`src/hw/rtl/bilinear_pixel_sampler_core_defines.svh`:
```
// ----------------------------------------------------------------------------
// bilinear pixel sampler core - assertion macros
// Shared concurrent assertion forms for the sampler core.
// ----------------------------------------------------------------------------
`ifndef BILINEAR_PIXEL_SAMPLER_CORE_DEFINES_SVH
`define BILINEAR_PIXEL_SAMPLER_CORE_DEFINES_SVH

// same-cycle implication
`define BPS_ASSERT_NOW(label, clk, rst, ante, cons, msg) \
  label: assert property (@(posedge clk) disable iff (rst) (ante) |-> (cons)) \
    else $error(msg);

// next-cycle implication
`define BPS_ASSERT_NEXT(label, clk, rst, ante, cons, msg) \
  label: assert property (@(posedge clk) disable iff (rst) (ante) |=> (cons)) \
    else $error(msg);

`endif

```
`src/hw/rtl/bps_pkg.sv`:
```
// ----------------------------------------------------------------------------
// bps_pkg
// Types, constants and helpers shared by the bilinear pixel sampler modules.
// ----------------------------------------------------------------------------
package bps_pkg;

  localparam int DEF_MAX_WIDTH  = 256;
  localparam int DEF_MAX_HEIGHT = 256;
  localparam int DEF_FRAC_BITS  = 8;

  localparam int COORD_W    = 16;
  localparam int PIX_W      = 16;
  localparam int ADDR_IN_W  = 16;
  localparam int REG_W      = 9;
  localparam int REG_IDX_W  = 1;
  localparam int OUT_W      = 32;
  localparam int SRC_ADDR_W = 2 * REG_W;
  localparam int WRAP_W     = 48;
  localparam int WGT_MAX_W  = 25;

  localparam logic [REG_W-1:0] ROW_WIDTH_RESET = 9'd256;
  localparam logic [REG_W-1:0] ROW_COUNT_RESET = 9'd256;

  localparam int QUEUE_DEPTH = 2;

  localparam logic OP_WRITE  = 1'b0;
  localparam logic OP_SAMPLE = 1'b1;

  localparam logic [REG_IDX_W-1:0] REG_ROW_WIDTH = 1'b0;
  localparam logic [REG_IDX_W-1:0] REG_ROW_COUNT = 1'b1;

  typedef enum logic [1:0] {
    KIND_WRITE,
    KIND_SAMPLE,
    KIND_CLIP
  } kind_t;

  typedef struct packed {
    logic [REG_W-1:0] row_width;
    logic [REG_W-1:0] row_count;
  } cfg_t;

  typedef struct packed {
    kind_t                          kind;
    logic [SRC_ADDR_W-1:0]          base;
    logic [REG_W-1:0]               x0;
    logic [PIX_W-1:0]               value;
    logic [3:0][WGT_MAX_W-1:0]      wgt;
  } entry_t;

  typedef struct packed {
    logic valid;
    logic full;
  } q_stat_t;

  // reduce an address modulo the store depth by shifted compare and subtract
  function automatic logic [SRC_ADDR_W-1:0] wrap_addr(input logic [SRC_ADDR_W-1:0] a,
                                                      input logic [WRAP_W-1:0] depth);
    logic [WRAP_W-1:0] r;
    r = WRAP_W'(a);
    for (int k = SRC_ADDR_W - 1; k >= 0; k--) begin
      if (r >= (depth << k)) begin
        r = r - (depth << k);
      end
    end
    return r[SRC_ADDR_W-1:0];
  endfunction

endpackage

```
`src/hw/rtl/bps_queue.sv`:
```
// ----------------------------------------------------------------------------
// bps_queue
// Short request queue between the front and the back of the sampler.
// ----------------------------------------------------------------------------
module bps_queue (
  input  logic              clk,
  input  logic              rst,
  input  logic              push,
  input  bps_pkg::entry_t   push_entry,
  input  logic              pop,
  output bps_pkg::entry_t   head,
  output bps_pkg::q_stat_t  stat
);

  localparam int PTR_W = $clog2(bps_pkg::QUEUE_DEPTH);
  localparam int CNT_W = $clog2(bps_pkg::QUEUE_DEPTH + 1);

  bps_pkg::entry_t  slots [bps_pkg::QUEUE_DEPTH];
  logic [PTR_W-1:0] wr_ptr;
  logic [PTR_W-1:0] rd_ptr;
  logic [CNT_W-1:0] count;

  always_ff @(posedge clk) begin
    if (rst) begin
      wr_ptr <= '0;
      rd_ptr <= '0;
      count  <= '0;
    end else begin
      if (push) begin
        slots[wr_ptr] <= push_entry;
        wr_ptr        <= wr_ptr + PTR_W'(1);
      end
      if (pop) begin
        rd_ptr <= rd_ptr + PTR_W'(1);
      end
      if (push && !pop) begin
        count <= count + CNT_W'(1);
      end else if (pop && !push) begin
        count <= count - CNT_W'(1);
      end
    end
  end

  assign head       = slots[rd_ptr];
  assign stat.valid = (count != '0);
  assign stat.full  = (count == CNT_W'(bps_pkg::QUEUE_DEPTH));

endmodule

```
`config.mk`:
```
export PLATFORM = sky130hd
export DESIGN_NAME = bps_queue
export DESIGN_NICKNAME = d
export VERILOG_FILES = /design/src/hw/rtl/bilinear_pixel_sampler_core_defines.svh /design/src/hw/rtl/bps_pkg.sv /design/src/hw/rtl/bps_queue.sv
export SDC_FILE = /design/constraint.sdc
export NUM_CORES = 1
export LEC_CHECK = 0
export BUFFER_PORTS_ARGS = -buffer_cell sky130_fd_sc_hd__buf_2
export CAP_MARGIN = 20
export CORE_ASPECT_RATIO = 0.7
export CORE_UTILIZATION = 52
export DETAILED_ROUTE_END_ITERATION = 7
export HOLD_SLACK_MARGIN = 0.12
export PLACE_DENSITY = 0.76
export SETUP_SLACK_MARGIN = 0.5
export SYNTH_ARGS = -nofsm -noshare
export SYNTH_HDL_FRONTEND = slang
export SYNTH_SLANG_ARGS = --single-unit
```
`constraint.sdc`:
```
create_clock -name clk -period 14.8 [get_ports clk]
set_input_delay 1.48 -clock clk [delete_from_list [all_inputs] [get_ports clk]]
set_output_delay 1.48 -clock clk [all_outputs]
set_load 0.05 [all_outputs]
```
==> key figures <==
Global route
  • Largest net degree at the start of global routing: 78
  • Grt met1 use: 0.242
  • GRT busiest layer: met2
  • Global routing usage on met3: 0.0624
  • Met2 Track Usage GR: 0.309
  • Initial antenna violation count: 2
  • Gr ovfl total: 0
  • Global-route wire length before repair: 30.5 mm
  • All-Layer GR Usage: 0.188
  • Vias in the first global route: 5,584

Timing
  • RSZ-0062 raised after global routing: false
  • Tightest Pin Transition: 1.06 ns
  • Rel. slew slack: 0.292
  • Final hold vios: 0
  • Final period util: 0.284
  • Slack of the critical path: 10.60 ns
  • Setup TNS: 0 ns
  • Min Tclk post-route: 4.20 ns
  • Final clock skew: 0.00952 ns
  • Slew Viols, Final: 0
  • Max Freq: 0.238 GHz
  • # setup viols final: 0

Clock network
  • Clk_lat worst skew: 0.53 ns
  • CTS tree: done
  • Post-CTS Resized: 0
  • CTS buffer count: 28
  • Post CTS Setup Buffer Count: 0
  • Root Buffer: clkbuf_16
  • Hold buffers post-CTS: 0
  • CTS HTree Levels: 1
  • Clock Tree Buf Depth: 3
  • Clock transition at path regs: 0.06 ns
  • Clock sink count: just under 300

Synth
  • Sequential area share after synthesis: 0.811
  • Post-Syn Area: about 11,000 µm²
  • Synth warn: 0
  • Synth Instances: 473
  • Synth area leader: edfxtp_1
  • Average cell area after synthesis: roughly 23 µm²
  • Ranking of synthesized cells by area: edfxtp_1 80%, mux2_2 9.8%, mux2_4 6.9%
  • Ys flop type: edfxtp_1
  • Yosys cell types: 18
  • Post-synth top area share: 0.802
  • Most instantiated cells after synthesis: 290 x edfxtp_1, 95 x mux2_2, 50 x mux2_4
  • Synthesized Nets: 623
  • Top-count cell post-synth: edfxtp_1
  • Number of synthesized flops with an enable pin: 290
  • Ys async rst share: 0
  • FF+latch count, synth: 295

Worst setup path
  • CP Cell Sequence: buf_4 -> mux2_2 -> buf_2
  • Startpoint Class: flip-flop
  • Largest stage delay, worst path: around 0.85 ns
  • Launching point of the worst reg2reg path: wr_ptr
  • RR Endpoint: slots[0][127]
  • CP required: roughly 13 ns
  • CP Capture Type: output pin
  • CP max stage cell: buf_4
  • R2R setup slack: around 13 ns
  • FF-to-FF path depth: 2
  • Data arrival, critical path: roughly 2.7 ns
  • Setup CP Type: flip-flop to output pin
  • Critical path peak fanout: 61

Floorplan
  • Rows: 43
  • Chip Height: about 120 µm
  • Starting Density: 0.540
  • Core area: 20,100 µm²
  • Die area: 21,500 µm²
  • I/O pin cnt: between 200 and 300
  • Chip width: 175 µm

Detailed routing
  • Via density: ~5.1
  • Iteration-0 DRC Markers: 362
  • Drt drc: 0
  • DRT antenna net count: 0
  • Pre-antenna DRT Iters: 4
  • Vias: 5,552
  • Routed Wire Length: 20.9 mm
  • Drt wl/cell: roughly 19 µm

Placement
  • PortBufs: 295
  • RePlAce Congestion: 0.806
  • Pre-CTS setup slack: roughly 11 ns
  • DP Cell Count: 1,028
  • Post-DP HPWL: 14.0 mm

Worst hold path
  • Worst Min Path Start: count[1]
  • Hold path depth: 2
  • Hold Crit Class: flip-flop to flip-flop
  • Worst Hold End: count[1]

Pwr
  • Peak VDD IR: 0.0814 mV
  • Power density cells: 143 nW/µm²
  • Leak: slightly above 5 nW
  • Power Total: just under 2 mW

Final layout
  • Final Non-Filler Cells: 1,083
  • Nets@finish: between 900 and 1,000
  • Layout cells sized above 1: 0.610
  • FILL cells: 1,351
  • Area Overhead vs Synth: 24.4%

Status
  • Outcome: completed

Run
  • Max Cap Violations: 0
[routing by layer]
metal	vias up	wire length [µm]
met5	-	13
li1	2528	-
met3	34	2010
met2	253	9910
met4	2	432
met1	2735	8500
[worst max-delay path, delay by kind of cell (launching register included)]
family | cells | cell delay, ns
buffers and inverters | 2 | 1.06
flip-flops | 1 | 0.63
multiplexers | 1 | 0.43
[placed cells by master, fill, tap and decap left out]
master      Yosys  routed
dfxtp_4         0       1
or2_2           1       1
diode_2         0       3
buf_4           0       6
mux2_4         50      50
buf_2           9     295
edfxtp_1      290     290
inv_1           1       1
dfxtp_1         5       4
clkbuf_8        0       3
clkbuf_16       0      29
xor2_1          2       2
clkinv_2        0       7
nor2b_1         1       1
clkbuf_1        0       2
and3b_4         0       1
nor3b_2         0       1
clkinv_1        0       6
clkinv_4        0       1
nor2_1          4       4
mux2_2         95      95
bufinv_16       0       1
xnor2_1         2       2
or3_1           1       1
o21ai_0         1       1
ha_1            1       1
clkinvlp_4      0       2
inv_6           0       1
a21oi_1         1       1
[stage by stage]
step                utilization  cell area, µm²  hold WS (ns)
floorplan                     -           10900         0.456
global placement          0.627           12600         0.473
detailed placement        0.627           12600         0.496
CTS                       0.671           13500         0.506
global route              0.671           13500         0.544
finish                    0.672           13500         0.497
[cell families (layout without fill, tap and decap cells)]
group | count (synthesis) | count (layout) | share of synthesized area
mux | 145 | 145 | 0.168
flops | 295 | 295 | 0.811
other cells | 0 | 3 | 0
xor+xnor | 4 | 4 | 0.00323
simple gates | 9 | 9 | 0.00461
compound gates | 2 | 2 | 0.000920
buf+inv | 17 | 354 | 0.0117
fa+ha+maj | 1 | 1 | 0.00115
[state kept, by name (all words and copies together) (netlist names), named ones only]
signal / flops
slots: 290
wr_ptr: 1
count: 2
rd_ptr: 1
[area by class of cell]
cell class | count | area, µm² | share of cell area
clock inverters | 18 | 120 | 0.00889
clock buffers | 34 | 774 | 0.0573
multi-input cells | 161 | 1940 | 0.143
flip-flops and latches | 295 | 8810 | 0.652
inverters | 1 | 3.75 | 0.000278
repair buffers | 301 | 1520 | 0.113
diodes | 3 | 7.51 | 0.000556
well taps | 270 | 338 | 0.0250
[power breakdown]
| group | switching, mW | leakage (nW) | internal, mW |
|---|---|---|---|
| registers | 0.0114 | 2.71 | 0.955 |
| logic | 0.198 | 1.98 | 0.0865 |
| clock network | 0.292 | 0.441 | 0.389 |
[worst max path at each step]
stage	from	endpoint	depth (start not counted)
floorplan	rst	slots[0][0]	1
global placement	flip-flop	head[69]	3
detailed placement	flip-flop	head[134]	3
CTS	flip-flop	head[134]	3
global route	flip-flop	head[134]	3
finish	flip-flop	head[134]	3
Power figures use the tool's default switching activity.
