==> config.mk <==
export PLATFORM = sky130hd
export DESIGN_NAME = bps_front
export DESIGN_NICKNAME = d
export VERILOG_FILES = /design/src/hw/rtl/bilinear_pixel_sampler_core_defines.svh /design/src/hw/rtl/bps_pkg.sv /design/src/hw/rtl/bps_front.sv
export SDC_FILE = /design/constraint.sdc
export NUM_CORES = 1
export LEC_CHECK = 0
export BUFFER_PORTS_ARGS = -buffer_cell sky130_fd_sc_hd__buf_2
export CAP_MARGIN = 20
export CORE_MARGIN = 4
export CORE_UTILIZATION = 34
export CTS_CLUSTER_SIZE = 12
export DETAILED_ROUTE_END_ITERATION = 16
export PLACE_DENSITY = 0.54
export SLEW_MARGIN = 20
export SYNTH_ARGS = -nofsm -noshare
export SYNTH_HDL_FRONTEND = slang
export SYNTH_SLANG_ARGS = --single-unit
==> constraint.sdc <==
create_clock -name clk -period 5.33 [get_ports clk]
set_input_delay 0.533 -clock clk [delete_from_list [all_inputs] [get_ports clk]]
set_output_delay 0.533 -clock clk [all_outputs]
set_load 0.01 [all_outputs]
==> src/hw/rtl/bilinear_pixel_sampler_core_defines.svh <==
// ----------------------------------------------------------------------------
// bilinear pixel sampler core - assertion macros
// Shared concurrent assertion forms for the sampler core.
// ----------------------------------------------------------------------------
`ifndef BILINEAR_PIXEL_SAMPLER_CORE_DEFINES_SVH
`define BILINEAR_PIXEL_SAMPLER_CORE_DEFINES_SVH

// same-cycle implication
`define BPS_ASSERT_NOW(label, clk, rst, ante, cons, msg) \
  label: assert property (@(posedge clk) disable iff (rst) (ante) |-> (cons)) \
    else $error(msg);

// next-cycle implication
`define BPS_ASSERT_NEXT(label, clk, rst, ante, cons, msg) \
  label: assert property (@(posedge clk) disable iff (rst) (ante) |=> (cons)) \
    else $error(msg);

`endif

==> src/hw/rtl/bps_pkg.sv <==
// ----------------------------------------------------------------------------
// bps_pkg
// Types, constants and helpers shared by the bilinear pixel sampler modules.
// ----------------------------------------------------------------------------
package bps_pkg;

  localparam int DEF_MAX_WIDTH  = 256;
  localparam int DEF_MAX_HEIGHT = 256;
  localparam int DEF_FRAC_BITS  = 8;

  localparam int COORD_W    = 16;
  localparam int PIX_W      = 16;
  localparam int ADDR_IN_W  = 16;
  localparam int REG_W      = 9;
  localparam int REG_IDX_W  = 1;
  localparam int OUT_W      = 32;
  localparam int SRC_ADDR_W = 2 * REG_W;
  localparam int WRAP_W     = 48;
  localparam int WGT_MAX_W  = 25;

  localparam logic [REG_W-1:0] ROW_WIDTH_RESET = 9'd256;
  localparam logic [REG_W-1:0] ROW_COUNT_RESET = 9'd256;

  localparam int QUEUE_DEPTH = 2;

  localparam logic OP_WRITE  = 1'b0;
  localparam logic OP_SAMPLE = 1'b1;

  localparam logic [REG_IDX_W-1:0] REG_ROW_WIDTH = 1'b0;
  localparam logic [REG_IDX_W-1:0] REG_ROW_COUNT = 1'b1;

  typedef enum logic [1:0] {
    KIND_WRITE,
    KIND_SAMPLE,
    KIND_CLIP
  } kind_t;

  typedef struct packed {
    logic [REG_W-1:0] row_width;
    logic [REG_W-1:0] row_count;
  } cfg_t;

  typedef struct packed {
    kind_t                          kind;
    logic [SRC_ADDR_W-1:0]          base;
    logic [REG_W-1:0]               x0;
    logic [PIX_W-1:0]               value;
    logic [3:0][WGT_MAX_W-1:0]      wgt;
  } entry_t;

  typedef struct packed {
    logic valid;
    logic full;
  } q_stat_t;

  // reduce an address modulo the store depth by shifted compare and subtract
  function automatic logic [SRC_ADDR_W-1:0] wrap_addr(input logic [SRC_ADDR_W-1:0] a,
                                                      input logic [WRAP_W-1:0] depth);
    logic [WRAP_W-1:0] r;
    r = WRAP_W'(a);
    for (int k = SRC_ADDR_W - 1; k >= 0; k--) begin
      if (r >= (depth << k)) begin
        r = r - (depth << k);
      end
    end
    return r[SRC_ADDR_W-1:0];
  endfunction

endpackage

==> src/hw/rtl/bps_front.sv <==
// ----------------------------------------------------------------------------
// bps_front
// Holds the configuration registers and classifies each request: write,
// in-range sample or clipped sample. Works out the row base and the weights.
// ----------------------------------------------------------------------------
module bps_front #(
  parameter int FRAC_BITS = bps_pkg::DEF_FRAC_BITS
) (
  input  logic                            clk,
  input  logic                            rst,
  input  logic                            cfg_write,
  input  logic [bps_pkg::REG_IDX_W-1:0]   cfg_index,
  input  logic [bps_pkg::REG_W-1:0]       cfg_data,
  input  logic                            op,
  input  logic [bps_pkg::ADDR_IN_W-1:0]   pixel_address,
  input  logic signed [bps_pkg::PIX_W-1:0] pixel_value,
  input  logic [bps_pkg::COORD_W-1:0]     x_coord,
  input  logic [bps_pkg::COORD_W-1:0]     y_coord,
  output bps_pkg::cfg_t                   cfg,
  output bps_pkg::entry_t                 entry
);

  localparam int INT_W = bps_pkg::COORD_W - FRAC_BITS;
  localparam int CMP_W = bps_pkg::COORD_W + 1;
  localparam int WGT_W = 2 * FRAC_BITS + 1;
  localparam logic [FRAC_BITS:0] ONE = {1'b1, {FRAC_BITS{1'b0}}};

  logic [INT_W-1:0]                  x_int;
  logic [INT_W-1:0]                  y_int;
  logic [CMP_W-1:0]                  x_next;
  logic [CMP_W-1:0]                  y_next;
  logic                              clip;
  logic [bps_pkg::SRC_ADDR_W-1:0]    row0;
  logic [FRAC_BITS:0]                wx0, wx1, wy0, wy1;
  logic [WGT_W-1:0]                  w00, w10, w01, w11;

  always_ff @(posedge clk) begin
    if (rst) begin
      cfg.row_width <= bps_pkg::ROW_WIDTH_RESET;
      cfg.row_count <= bps_pkg::ROW_COUNT_RESET;
    end else if (cfg_write) begin
      case (cfg_index)
        bps_pkg::REG_ROW_WIDTH: cfg.row_width <= cfg_data;
        bps_pkg::REG_ROW_COUNT: cfg.row_count <= cfg_data;
        default: ;
      endcase
    end
  end

  assign x_int  = x_coord[bps_pkg::COORD_W-1:FRAC_BITS];
  assign y_int  = y_coord[bps_pkg::COORD_W-1:FRAC_BITS];
  assign x_next = CMP_W'(x_int) + CMP_W'(1);
  assign y_next = CMP_W'(y_int) + CMP_W'(1);
  assign clip   = (x_next >= CMP_W'(cfg.row_width)) || (y_next >= CMP_W'(cfg.row_count));

  assign row0 = bps_pkg::SRC_ADDR_W'(bps_pkg::REG_W'(y_int))
              * bps_pkg::SRC_ADDR_W'(cfg.row_width);

  assign wx1 = (FRAC_BITS + 1)'(x_coord[FRAC_BITS-1:0]);
  assign wy1 = (FRAC_BITS + 1)'(y_coord[FRAC_BITS-1:0]);
  assign wx0 = ONE - wx1;
  assign wy0 = ONE - wy1;

  assign w00 = WGT_W'(wx0) * WGT_W'(wy0);
  assign w10 = WGT_W'(wx1) * WGT_W'(wy0);
  assign w01 = WGT_W'(wx0) * WGT_W'(wy1);
  assign w11 = WGT_W'(wx1) * WGT_W'(wy1);

  always_comb begin
    entry.x0     = bps_pkg::REG_W'(x_int);
    entry.value  = pixel_value;
    entry.wgt[0] = bps_pkg::WGT_MAX_W'(w00);
    entry.wgt[1] = bps_pkg::WGT_MAX_W'(w10);
    entry.wgt[2] = bps_pkg::WGT_MAX_W'(w01);
    entry.wgt[3] = bps_pkg::WGT_MAX_W'(w11);
    unique case (op)
      bps_pkg::OP_WRITE: begin
        entry.kind = bps_pkg::KIND_WRITE;
        entry.base = bps_pkg::SRC_ADDR_W'(pixel_address);
      end
      bps_pkg::OP_SAMPLE: begin
        entry.kind = clip ? bps_pkg::KIND_CLIP : bps_pkg::KIND_SAMPLE;
        entry.base = row0;
      end
      default: begin
        entry.kind = bps_pkg::KIND_WRITE;
        entry.base = bps_pkg::SRC_ADDR_W'(pixel_address);
      end
    endcase
  end

endmodule

==> summary.md <==
| Metric | Value |
|---|---|
| Status | `finished with violations` |
| Violated checks | `negative setup slack` |
| Share of layout cells above drive strength 1 | `0.3219` |
| Relative slew slack | `0.5922` |
| Vias in the first global route | `12128` |
| Largest register FFs | `18` |
| Fin crit period | `5.585 ns` |
| Post-synth EDFFs | `0` |
| Reg clk slew, reported paths | `0.05 ns` |
| Clock group share of total power | `0.025` |
| Max VDD drop | `0.3689 mV` |
| Post-synthesis sequential area ratio | `0.02648` |
| R2R Setup Slk | `4.29 ns` |
| CTS Root Cell | `clkbuf_16` |
| Synth async-reset ratio | `0` |
| Setup TNS | `-1.540 ns` |
| Cells after synthesis | `1661` |
| Area Growth Syn to Fin | `32.96%` |
| Synthesis-stage register bit count | `18` |
| Area of the die | `43300 sq um` |
| Mean Syn Cell Area | `8.194 sq um` |
| Mean number of vias per cell | `4.718` |
| Fillers | `3936` |
| Largest regs | `cfg: 18 flops` |
| Drt wl/cell | `15.13 um` |
| Row count | `73` |
| Netlist cell types | `62` |
| GP Congestion | `0.8668` |
| Number of synthesis warnings | `0` |
| Endpoint type of the worst setup path | `output port` |
| Place WS | `-0.5658 ns` |
| Total vias in the final route | `11860` |
| Gate power share | `0.952` |
| Die Y | `208.1 um` |
| Least-Margin Pin Slew | `0.6104 ns` |
| Buffers on Ports | `173` |
| Clk buf depth | `2` |
| CTS tree | `yes` |
| Core Box Area | `39640 sq um` |
| Cell area after synthesis | `13610 sq um` |
| Pwr Density | `369.2 nW/um^2` |
| First-pass GRT wire length | `61.81 mm` |
| 1st-iter DRT viols | `450` |
| Total Wirelength | `38.05 mm` |
| Layout Skew | `0 ns` |
| Flop pwr share | `0.023` |
| Final setup margin | `-0.2545 ns` |
| Largest Register | `cfg` |
| Total gr overflow | `0` |
| Clk_lat worst skew | `0.25 ns` |
| # Max-Cap Violations | `0` |
| CP Max Fanout | `5` |
| DPL Wire Length | `31.48 mm` |
| Net Switching | `3.238 mW` |
| Slew Limit Fails | `0` |
| Total GRT Usage | `0.1714` |
| Initial core utilization | `0.3433` |
| # DRC | `0` |
| Fmax | `179.1 MHz` |
| Top Ports | `241` |
| Die Wd | `208.1 um` |
| Final ANT Viol Nets | `0` |
| Final hold vios | `0` |
| Tcrit/Tclk final | `1.048` |
| Critical path launch point type | `input pin` |
| # H-tree levels | `1` |
| CTS buffer count | `3` |
| CTS sink cnt | `18` |
| RSZ-0062 raised after global routing | `true` |
| Pint | `3.443 mW` |
| Yosys top cell area share | `0.3104` |
| Largest net degree at the start of global routing | `20` |
| Drt pass-1 iters | `5` |
| CTS Hold Bufs | `0` |
| Leading post-synthesis cells by cell area | `fa_1 (31%), ha_1 (19%), inv_1 (8.6%), and2_1 (7.9%), nand2_1 (5.4%)` |
| Top cell type by total area after synthesis | `fa_1` |
| Prevailing post-synth register cell | `dfxtp_1` |
| Nets | `2483` |
| Initial antenna violation count | `2` |
| Crit path arrival time | `5.05 ns` |
| Static Leak | `9.305 nW` |
| Final setup fails | `14` |
| Worst EP required | `4.80 ns` |
| Critical path class | `in2out` |
| Hold Path Class | `reg2reg` |
| Sw frac | `0.4846` |
## power by group through the flow
stage,registers (mW),clock network (mW),logic (mW)
after global placement,0.154,0,5.21
after global routing,0.152,0.173,7.05
after CTS,0.152,0.168,5.81
final,0.151,0.166,6.36
after floorplan,0.152,0,3.20
after detailed placement,0.154,0,5.26
## worst paths after layout
kind | endpoint | cells after the start | from
worst max-delay path | entry[64] | 22 | x_coord[3]
worst min-delay path | cfg[2] | 2 | cfg[2]
worst max register to register | cfg[17] | 4 | cfg[17]
worst min register to register | cfg[2] | 2 | cfg[2]
## layer usage
| metal | vias up | wire length, um | global-route usage |
|---|---|---|---|
| met5 | - | 13 | 0 |
| met4 | 2 | 804 | 0.03035 |
| met3 | 43 | 1605 | 0.01267 |
| met2 | 273 | 19050 | 0.3088 |
| met1 | 5846 | 16570 | 0.2291 |
| li1 | 5696 | - | - |
## placed cells by master, fill, tap and decap left out, types with 6 or more instances in the layout
cell type	count
xor2_1	18
a21o_1	18
conb_1	35
inv_1	289
nor2_4	9
a21oi_4	6
nand2_2	6
xnor2_2	9
a31oi_1	6
fa_1	202
nor2_2	8
xnor2_1	43
ha_1	177
o21ai_0	14
nand2b_1	6
buf_12	8
nand4_1	6
o21ai_1	8
dfxtp_1	12
nor2_1	52
buf_6	43
ha_4	28
inv_2	18
buf_2	162
fa_2	9
nor2b_1	15
o211ai_1	6
a21oi_2	16
nor3_1	11
buf_4	198
mux2_2	10
nand2_1	187
and2_4	21
a21oi_1	44
nand3_1	13
and2_1	151
## worst max-delay path, stage by stage
cell and delay, ns:
buf_12 0.11, nor2_4 0.13, buf_6 0.13, nand2_4 0.07, xor2_4 0.17, and2_1 0.19, fa_1 0.50, inv_1 0.05
fa_1 0.50, inv_1 0.05, fa_1 0.47, fa_1 0.52, ha_4 0.30, o21ai_2 0.06, a21oi_2 0.18, a311oi_2 0.11
buf_4 0.18, o21bai_4 0.18, buf_6 0.12, o22a_1 0.22, o31ai_2 0.08, buf_2 0.18
## area by class of cell
| type | instances | area (sq um) | area share |
|---|---|---|---|
| clock buffer | 4 | 88.84 | 0.004909 |
| antenna | 1 | 2.502 | 0.0001383 |
| sequential | 18 | 375.4 | 0.02074 |
| tap | 525 | 656.9 | 0.03630 |
| timing repair buffer | 417 | 3024 | 0.1671 |
| inverter | 312 | 1199 | 0.06624 |
| multi-input combinational | 1237 | 12750 | 0.7046 |
## per-stage QoR
| stage | power, mW | hold WS [ns] | utilization | instance area [sq um] | std cells |
|---|---|---|---|---|---|
| 2_1_floorplan | 3.352 | 0.4925 | - | 13960 | 1695 |
| 3_3_place_gp | 5.362 | 0.4629 | 0.4093 | 16230 | 2457 |
| 3_5_place_dp | 5.416 | 0.4652 | 0.4093 | 16230 | 2457 |
| 4_1_cts | 6.130 | 0.4743 | 0.4365 | 17300 | 2489 |
| 5_1_grt | 7.372 | 0.4951 | 0.4565 | 18100 | 2514 |
| 6_report | 6.681 | 0.4703 | 0.4565 | 18100 | 2514 |
## synthesized netlist by cell type, drive strengths merged, types with 2 or more instances
cell type and n:
o211ai 6, o21ai 30, nand3b 2, clkbuf 48, nand2b 6, o21ba 2, a31oi 7, ha 205
xnor2 57, o2111ai 4, nand3 19, nand2 196, a211oi 6, a221oi 2, a21oi 66, dfxtp 18
nor2 69, o21a 7, mux2 10, inv 312, a21o 18, and4 4, nor2b 17, o31ai 3
and2 172, nand4 6, buf 80, fa 211, and3 6, xor2 26, or2 2, nor3 17
o21bai 4, or3 3, nor4 7
## cells by family (layout without fill, tap and decap cells)
| family | count (synthesis) | after routing | share of synthesized area |
|---|---|---|---|
| xor gates and xnor gates | 83 | 83 | 0.05341 |
| and+or+nand+nor | 530 | 530 | 0.1962 |
| AOI/OAI and AO/OA | 163 | 163 | 0.07685 |
| DFF | 18 | 18 | 0.02648 |
| muxes | 10 | 10 | 0.008274 |
| other | 1 | 36 | 0.0002755 |
| buffers and inverters | 440 | 733 | 0.1397 |
| adders and majority gates | 416 | 416 | 0.4988 |
## repair_timing
action                     in CTS  in global routing
setup endpoints to repair      25                 37
buffers inserted               28                 25
gates resized for setup       154                144
cloned                          0                  1
pin swaps                      96                110
(Power assumes the default switching activity.)
